**src/sv/checksummed_frame_receiver_assert.svh**
```systemverilog
// Assertion macros for the checksummed frame receiver, used by cfr_outq.
`ifndef CHECKSUMMED_FRAME_RECEIVER_ASSERT_SVH
`define CHECKSUMMED_FRAME_RECEIVER_ASSERT_SVH
`ifndef SYNTHESIS
// Clocked check on clk, held off while arst_n is low.
`define CFR_ASSERT(lbl, prop, msg) \
	lbl: assert property (@(posedge clk) disable iff (!arst_n) (prop)) else $error(msg);
// Clocked check on clk that also holds during reset.
`define CFR_ASSERT_ALWAYS(lbl, prop, msg) \
	lbl: assert property (@(posedge clk) (prop)) else $error(msg);
`else
`define CFR_ASSERT(lbl, prop, msg)
`define CFR_ASSERT_ALWAYS(lbl, prop, msg)
`endif
`endif

```
**src/sv/cfr_pkg.sv**
```systemverilog
// Types and constants of the checksummed frame receiver.
package cfr_pkg;

	localparam logic [7:0] START_RESET = 8'h99;
	localparam logic [7:0] HEADER_END  = 8'd6;
	localparam logic [7:0] MIN_LENGTH  = 8'd8;

	// Config port: 3-bit byte address, one 32-bit register
	localparam int PADDR_W = 3;
	localparam logic [PADDR_W-3:0] REG_START_BYTE = '0;

	typedef enum logic [2:0] {
		PH_HUNT,
		PH_LEN,
		PH_HEADER,
		PH_PAYLOAD,
		PH_CKA,
		PH_CKB
	} phase_t;

	typedef enum logic [1:0] {
		KIND_PAYLOAD,
		KIND_GOOD,
		KIND_BAD,
		KIND_SHORT
	} kind_t;

	typedef struct packed {
		kind_t      kind;
		logic [7:0] data_byte;
		logic [7:0] payload_index;
		logic [7:0] source_id;
		logic [7:0] dest_id;
		logic [3:0] cls_code;
		logic [3:0] comp_code;
		logic [7:0] msg_code;
		logic [7:0] frame_length;
	} result_t;

endpackage

```
**src/sv/cfr_regs.sv**
```systemverilog
// Configuration register block (start byte) behind the APB-style port.
module cfr_regs (
	input  logic                        clk,
	input  logic                        arst_n,
	input  logic                        psel,
	input  logic                        penable,
	input  logic                        pwrite,
	input  logic [cfr_pkg::PADDR_W-1:0] paddr,
	input  logic [31:0]                 pwdata,
	output logic [31:0]                 prdata,
	output logic                        pready,
	output logic [7:0]                  start_byte
);

	logic [7:0]                  start_q;
	logic [cfr_pkg::PADDR_W-3:0] reg_idx;
	logic                        wr_en;

	assign reg_idx = paddr[cfr_pkg::PADDR_W-1:2];
	assign pready  = 1'b1;
	assign wr_en   = psel & penable & pwrite;

	// Register write
	always_ff @(posedge clk or negedge arst_n) begin
		if (!arst_n) begin
			start_q <= cfr_pkg::START_RESET;
		end else if (wr_en && reg_idx == cfr_pkg::REG_START_BYTE) begin
			start_q <= pwdata[7:0];
		end
	end

	// Read mux
	always_comb begin
		prdata = '0;
		if (reg_idx == cfr_pkg::REG_START_BYTE) begin
			prdata = {24'd0, start_q};
		end
	end

	assign start_byte = start_q;

endmodule

```
**src/sv/cfr_parse.sv**
```systemverilog
// Frame parser: phase tracking, header capture and running checksums.
module cfr_parse (
	input  logic             clk,
	input  logic             arst_n,
	input  logic             in_fire,
	input  logic [7:0]       rx_byte,
	input  logic [7:0]       start_byte,
	output logic             res_valid,
	output cfr_pkg::result_t res
);

	cfr_pkg::phase_t phase_q, phase_d;
	logic [7:0] byte_count_q, byte_count_d;
	logic [7:0] exp_len_q, exp_len_d;
	logic [7:0] sum_a_q, sum_a_d, sum_b_q, sum_b_d;
	logic [7:0] src_q, src_d, dst_q, dst_d, cc_q, cc_d, msg_q, msg_d;
	logic [7:0] ck_a_q, ck_a_d;
	logic [7:0] sum_a_add, sum_b_add, count_inc;
	logic [8:0] payload_end;
	logic       with_header;

	// Fletcher sums with the current byte folded in
	assign sum_a_add   = sum_a_q + rx_byte;
	assign sum_b_add   = sum_b_q + sum_a_add;
	assign count_inc   = byte_count_q + 8'd1;
	assign payload_end = {1'b0, byte_count_q} + 9'd3;

	// Next phase
	always_comb begin
		phase_d = cfr_pkg::PH_HUNT;
		unique case (phase_q)
			cfr_pkg::PH_LEN: begin
				phase_d = (rx_byte < cfr_pkg::MIN_LENGTH) ? cfr_pkg::PH_HUNT
				                                         : cfr_pkg::PH_HEADER;
			end
			cfr_pkg::PH_HEADER: begin
				if (count_inc >= cfr_pkg::HEADER_END) begin
					phase_d = (exp_len_q == cfr_pkg::MIN_LENGTH) ? cfr_pkg::PH_CKA
					                                            : cfr_pkg::PH_PAYLOAD;
				end else begin
					phase_d = cfr_pkg::PH_HEADER;
				end
			end
			cfr_pkg::PH_PAYLOAD: begin
				phase_d = (payload_end >= {1'b0, exp_len_q}) ? cfr_pkg::PH_CKA
				                                            : cfr_pkg::PH_PAYLOAD;
			end
			cfr_pkg::PH_CKA: phase_d = cfr_pkg::PH_CKB;
			cfr_pkg::PH_CKB: phase_d = cfr_pkg::PH_HUNT;
			default: begin
				phase_d = (rx_byte == start_byte) ? cfr_pkg::PH_LEN : cfr_pkg::PH_HUNT;
			end
		endcase
	end

	// Datapath updates and result
	always_comb begin
		byte_count_d = byte_count_q;
		exp_len_d    = exp_len_q;
		sum_a_d      = sum_a_q;
		sum_b_d      = sum_b_q;
		src_d        = src_q;
		dst_d        = dst_q;
		cc_d         = cc_q;
		msg_d        = msg_q;
		ck_a_d       = ck_a_q;
		res_valid    = 1'b0;
		with_header  = 1'b1;
		res.kind          = cfr_pkg::KIND_PAYLOAD;
		res.data_byte     = '0;
		res.payload_index = '0;
		unique case (phase_q)
			cfr_pkg::PH_LEN: begin
				exp_len_d = rx_byte;
				sum_a_d   = sum_a_add;
				sum_b_d   = sum_b_add;
				if (rx_byte < cfr_pkg::MIN_LENGTH) begin
					res_valid   = 1'b1;
					with_header = 1'b0;
					res.kind    = cfr_pkg::KIND_SHORT;
				end else begin
					byte_count_d = 8'd2;
				end
			end
			cfr_pkg::PH_HEADER: begin
				sum_a_d      = sum_a_add;
				sum_b_d      = sum_b_add;
				byte_count_d = count_inc;
				case (byte_count_q)
					8'd2:    src_d = rx_byte;
					8'd3:    dst_d = rx_byte;
					8'd4:    cc_d  = rx_byte;
					default: msg_d = rx_byte;
				endcase
			end
			cfr_pkg::PH_PAYLOAD: begin
				sum_a_d           = sum_a_add;
				sum_b_d           = sum_b_add;
				byte_count_d      = count_inc;
				res_valid         = 1'b1;
				res.data_byte     = rx_byte;
				res.payload_index = byte_count_q - cfr_pkg::HEADER_END;
			end
			cfr_pkg::PH_CKA: begin
				ck_a_d = rx_byte;
			end
			cfr_pkg::PH_CKB: begin
				res_valid = 1'b1;
				res.kind  = (ck_a_q == sum_a_q && rx_byte == sum_b_q) ? cfr_pkg::KIND_GOOD
				                                                    : cfr_pkg::KIND_BAD;
			end
			default: begin
				// hunting: a start byte opens a fresh frame
				if (rx_byte == start_byte) begin
					sum_a_d      = '0;
					sum_b_d      = '0;
					byte_count_d = 8'd1;
					src_d        = '0;
					dst_d        = '0;
					cc_d         = '0;
					msg_d        = '0;
				end
			end
		endcase
		res.source_id    = with_header ? src_q : 8'd0;
		res.dest_id      = with_header ? dst_q : 8'd0;
		res.cls_code     = with_header ? cc_q[3:0] : 4'd0;
		res.comp_code    = with_header ? cc_q[7:4] : 4'd0;
		res.msg_code     = with_header ? msg_q : 8'd0;
		res.frame_length = exp_len_d;
	end

	// State registers, advanced once per accepted beat
	always_ff @(posedge clk or negedge arst_n) begin
		if (!arst_n) begin
			phase_q      <= cfr_pkg::PH_HUNT;
			byte_count_q <= '0;
			exp_len_q    <= '0;
			sum_a_q      <= '0;
			sum_b_q      <= '0;
			src_q        <= '0;
			dst_q        <= '0;
			cc_q         <= '0;
			msg_q        <= '0;
			ck_a_q       <= '0;
		end else if (in_fire) begin
			phase_q      <= phase_d;
			byte_count_q <= byte_count_d;
			exp_len_q    <= exp_len_d;
			sum_a_q      <= sum_a_d;
			sum_b_q      <= sum_b_d;
			src_q        <= src_d;
			dst_q        <= dst_d;
			cc_q         <= cc_d;
			msg_q        <= msg_d;
			ck_a_q       <= ck_a_d;
		end
	end

endmodule

```
**src/sv/cfr_outq.sv**
```systemverilog
// Result register with a skid stage toward the output channel.
module cfr_outq (
	input  logic             clk,
	input  logic             arst_n,
	input  logic             res_valid,
	input  cfr_pkg::result_t res,
	input  logic             out_stall,
	output logic             out_valid,
	output cfr_pkg::result_t out_res,
	output logic             full
);

	`include "checksummed_frame_receiver_assert.svh"

	logic             out_v_q, skid_v_q;
	cfr_pkg::result_t out_q, skid_q;
	logic             out_free;

	assign out_free = !out_v_q || !out_stall;

	// Occupancy
	always_ff @(posedge clk or negedge arst_n) begin
		if (!arst_n) begin
			out_v_q  <= 1'b0;
			skid_v_q <= 1'b0;
		end else if (out_free) begin
			if (skid_v_q) begin
				out_v_q  <= 1'b1;
				skid_v_q <= 1'b0;
			end else begin
				out_v_q <= res_valid;
			end
		end else if (res_valid) begin
			skid_v_q <= 1'b1;
		end
	end

	// Payload
	always_ff @(posedge clk) begin
		if (out_free) begin
			out_q <= skid_v_q ? skid_q : res;
		end else if (res_valid) begin
			skid_q <= res;
		end
	end

	assign out_valid = out_v_q;
	assign out_res   = out_q;
	assign full      = skid_v_q;

	`CFR_ASSERT(a_skid_behind_out, skid_v_q |-> out_v_q, "skid holds a beat while output is empty")
	`CFR_ASSERT(a_no_overrun, res_valid |-> !skid_v_q, "result arrived with skid stage full")
	`CFR_ASSERT(a_skid_fill_cause, $rose(skid_v_q) |-> $past(out_v_q && out_stall),
		"skid filled without a stalled output")
	`CFR_ASSERT_ALWAYS(a_reset_empty, !arst_n |-> (!out_v_q && !skid_v_q),
		"output stage not empty in reset")

endmodule

```
**src/sv/checksummed_frame_receiver.sv**
```systemverilog
// Top level of the checksummed frame receiver.
// Takes one received byte per beat, one beat per clock when the output keeps up.
// The byte is parsed in the same cycle it is accepted (phase, header capture and
// 8-bit Fletcher sums A and B updated in one pass) and any result is registered
// at that edge, in the output register or, behind a stalled result, in the skid.
// A two-entry output stage (result register plus skid) lets the next byte be
// taken while a result waits; in_stall rises only once both entries are full.
// Payload bytes come out as kind 0 as they arrive; the frame ends with a
// verdict: 1 good, 2 checksum mismatch, 3 length byte below 8. After any verdict
// the receiver hunts for start_byte again (register at address 0, reset 0x99).
module checksummed_frame_receiver (
	input  logic                        clk,
	input  logic                        arst_n,
	input  logic                        psel,
	input  logic                        penable,
	input  logic                        pwrite,
	input  logic [cfr_pkg::PADDR_W-1:0] paddr,
	input  logic [31:0]                 pwdata,
	output logic [31:0]                 prdata,
	output logic                        pready,
	input  logic                        in_valid,
	output logic                        in_stall,
	input  logic [7:0]                  rx_byte,
	output logic                        out_valid,
	input  logic                        out_stall,
	output logic [1:0]                  kind,
	output logic [7:0]                  data_byte,
	output logic [7:0]                  payload_index,
	output logic [7:0]                  source_id,
	output logic [7:0]                  dest_id,
	output logic [3:0]                  cls_code,
	output logic [3:0]                  comp_code,
	output logic [7:0]                  msg_code,
	output logic [7:0]                  frame_length
);

	logic             in_fire, res_valid, q_full;
	logic [7:0]       start_byte;
	cfr_pkg::result_t res, out_res;

	assign in_stall = q_full;
	assign in_fire  = in_valid & ~q_full;

	cfr_regs u_regs (
		.clk        (clk),
		.arst_n     (arst_n),
		.psel       (psel),
		.penable    (penable),
		.pwrite     (pwrite),
		.paddr      (paddr),
		.pwdata     (pwdata),
		.prdata     (prdata),
		.pready     (pready),
		.start_byte (start_byte)
	);

	cfr_parse u_parse (
		.clk        (clk),
		.arst_n     (arst_n),
		.in_fire    (in_fire),
		.rx_byte    (rx_byte),
		.start_byte (start_byte),
		.res_valid  (res_valid),
		.res        (res)
	);

	cfr_outq u_outq (
		.clk       (clk),
		.arst_n    (arst_n),
		.res_valid (res_valid & in_fire),
		.res       (res),
		.out_stall (out_stall),
		.out_valid (out_valid),
		.out_res   (out_res),
		.full      (q_full)
	);

	// Result fields onto ports
	assign kind          = out_res.kind;
	assign data_byte     = out_res.data_byte;
	assign payload_index = out_res.payload_index;
	assign source_id     = out_res.source_id;
	assign dest_id       = out_res.dest_id;
	assign cls_code      = out_res.cls_code;
	assign comp_code     = out_res.comp_code;
	assign msg_code      = out_res.msg_code;
	assign frame_length  = out_res.frame_length;

endmodule

```
**config.mk**
```make
export PLATFORM = sky130hd
export DESIGN_NAME = checksummed_frame_receiver
export DESIGN_NICKNAME = d
export VERILOG_FILES = /design/src/sv/cfr_pkg.sv /design/src/sv/cfr_regs.sv /design/src/sv/cfr_parse.sv /design/src/sv/cfr_outq.sv /design/src/sv/checksummed_frame_receiver.sv
export VERILOG_INCLUDE_DIRS = /design/src /design/src/sv
export SDC_FILE = /design/constraint.sdc
export NUM_CORES = 1
export LEC_CHECK = 0
export BUFFER_PORTS_ARGS = -buffer_cell sky130_fd_sc_hd__buf_2
export CAP_MARGIN = 25
export CORE_ASPECT_RATIO = 0.6
export CORE_MARGIN = 2
export CORE_UTILIZATION = 49
export CTS_BUF_LIST = sky130_fd_sc_hd__clkbuf_8
export DETAILED_ROUTE_END_ITERATION = 10
export GPL_TIMING_DRIVEN = 0
export PLACE_DENSITY_LB_ADDON = 0.05
export SETUP_SLACK_MARGIN = 0.05
export SYNTH_ARGS = -nofsm -noshare
export SYNTH_HDL_FRONTEND = slang
export SYNTH_SLANG_ARGS = --single-unit
```
**constraint.sdc**
```tcl
create_clock -name clk -period 15.1 [get_ports clk]
set_clock_uncertainty 0.15 [all_clocks]
set_input_delay 3.02 -clock clk [delete_from_list [all_inputs] [get_ports clk]]
set_output_delay 3.02 -clock clk [all_outputs]
set_load 0.01 [all_outputs]
```
==> reports/results.ini <==
[drt]
post_drt_wl_per_cell_um = 18.8
wl_mm = 23.5
dr.pass1.iters = 5
drtIter0Drc = 521
antenna_left = 0
dr_total_vias = 6669
drc = 0
avgViaCountPerCell = 5.35

[power]
ir_drop_v = 0.000119
clock_power_share_pct = 20.3
p_seq_share_pct = 39.8
p_sw_share_pct = 36.3
power.switching_w = 0.000794
static-leakage-power_nw = 5.10
power_density_nw_per_um2 = 191
intPower_w = 0.00139
p_comb_share_pct = 39.9

[critical_path]
crit_start = paddr[2]
crit_path_max_fanout = 9
endpoint_kind = output port
critical_path_class = input port to output port
cp.arrival_ps = 3460
start_kind = input port
cp.required_ps = 11930
timing.rr.start = u_parse.sum_a_q[0]

[layout]
final_cell_mix = edfxtp_1 (116), buf_2 (100), mux2_2 (89), dfrtp_1 (81), nand2_1 (56)
fillers = 1694
mostFrequentLayoutCell = edfxtp_1
drive_gt1_share_pct = 29.2
area_delta_synth_final_pct = 16.4
final_area_um2 = 11400
final_nets = 1029

[clocking]
clkLatencyLatePin_ps = 570
cts_buffers = 30
htree_levels = 1
cts.sinks = 201
cts_resized = 0
cts_tree = built
postCtsSetupBuffers = 0
ctsHoldBuffers = 0
path_clk_slew_ps = 60
cts_root_buffer = clkbuf_8
clock_path_buffers = 3

[timing]
finalCritPeriodShare_pct = 43.9
setup_slack_ps = 8470
setup_viol = 0
max_slew.worst_pin.slew_ps = 844
tns_ps = 0
finalCriticalPeriod_ps = 6630
max_freq_mhz = 151
finalHoldViolCount = 0
slew_violations = 0
max-slew-margin-rel_pct = 43.7
rsz0062_at_grt = no

[floorplanning]
die_w_um = 187
rows = 40
start_util_pct = 49.6
core_um2 = 19800
io_pins = 143
die_area_um2 = 21200
die_h_um = 114

[global_routing]
grt_use_total_pct = 22.5
grt-ovfl-total = 0
grt_max_degree = 45
grt_pass1_vias = 6740
grt_pass1_wl_mm = 37.3
grt_antenna_before_repair = 0

[place]
io_buffer_count = 90
place_ws_ps = 8480
place_area_um2 = 10800
globalplace.congestion = 0.895
dp_hpwl_mm = 17.1

[synthesis]
syn_avg_cell_area_um2 = 12.4
synth_cell_types = 63
syn_area_um2 = 9830
ys_seq_elements = 201
synth_top_area_share_pct = 35.5
async_flop_share_pct = 42.3
synth-main-ff-cell = edfxtp_1
synth_top_area_cell = edfxtp_1
synthCells = 795
synth.area.top_cells = edfxtp_1 (35%), dfrtp_1 (21%), mux2_2 (10%)
yosys_warnings = 0
synth_edf_count = 116
seq_area_frac_synth_pct = 57.2

[worst_hold_path]
hp-class = flop to flop
hp-start = u_parse.dst_q[7]

[status]
status = complete, no violations

[flow_run]
drv_cap = 0

==> synthesized netlist by cell type (4+ instances only) <==
library cell,instances
inv_1,20
dfstp_2,4
or2_2,4
nor2_1,40
edfxtp_1,116
nand2b_1,4
a21o_1,4
nand4_1,6
mux2_2,89
clkbuf_1,26
xnor2_1,20
buf_4,25
a22o_1,16
and2_1,36
a21oi_1,19
nand2_1,57
xor2_1,24
o31ai_1,18
ha_1,29
nor3_1,8
o21bai_1,4
buf_2,11
nor4_1,6
dfrtp_1,81
o21a_1,4
o21ai_0,40
nor2b_1,13
and3_1,17
nand3_1,8
==> layout make-up <==
class                      count  area, um2  share of cell area, %
antenna                        1       2.50                 0.0219
clock buffer                  36        495                   4.33
multi-input combinational    532       3880                   33.9
sequential                   201       5620                   49.1
tap                          273        342                   2.99
clock inverter                20        110                  0.963
timing repair buffer          98        568                   4.97
inverter                      21       78.8                  0.689
buffer                        64        348                   3.04
==> worst max-delay path, cell delays in order <==
cell and delay, ps:
buf_2 150, nor2b_1 140, buf_2 150
==> worst paths after layout <==
kind                                             end  slack (ps)  depth (start not counted)
worst max-delay path                       prdata[3]        8470                          3
worst min-delay path                u_parse.dst_q[7]         350                          1
worst max register to register    u_parse.sum_b_q[7]       11550                         14
worst min register to register      u_parse.dst_q[7]         350                          1
max in group asynchronous            u_parse.cc_q[6]       11860                          2
min in group asynchronous       u_regs.start_byte[1]        2310                          1
==> stage by stage <==
stage,cells,utilization [%],hold WS [ps],total power (W)
4_1_cts,1245,57.7,352,0.00220
6_report,1246,57.7,352,0.00219
3_3_place_gp,1181,54.0,329,0.00171
3_5_place_dp,1189,54.6,338,0.00175
5_1_grt,1245,57.7,365,0.00234
2_1_floorplan,818,-,315,0.00147
==> per-layer routing <==
layer | wire length [um] | part of all wire [%] | global-route usage [%]
met1 | 11700 | 50 | 34.1
met3 | 1370 | 5.8 | 4.06
met5 | 0 | 0 | 0
met2 | 9950 | 42 | 33.6
met4 | 399 | 1.7 | 5.24
==> power groups by stage <==
stage / registers (W) / clock network, W / logic (W)
final: 0.000870 / 0.000444 / 0.000873
after CTS: 0.000872 / 0.000457 / 0.000875
after floorplan: 0.000896 / 0 / 0.000579
after global routing: 0.000888 / 0.000480 / 0.000970
after detailed placement: 0.000882 / 0 / 0.000868
after global placement: 0.000879 / 0 / 0.000833
==> kinds of logic after synthesis <==
group / after synthesis / synth area share (%)
simple gates: 213 / 11.2
flops: 201 / 57.2
compound gates: 129 / 8.91
mux: 90 / 10.3
buf+inv: 85 / 4.34
xor+xnor: 44 / 3.92
fa+ha+maj: 31 / 4.10
other cells: 2 / 0.0764
No activity file was read; power rests on OpenSTA's default activity.
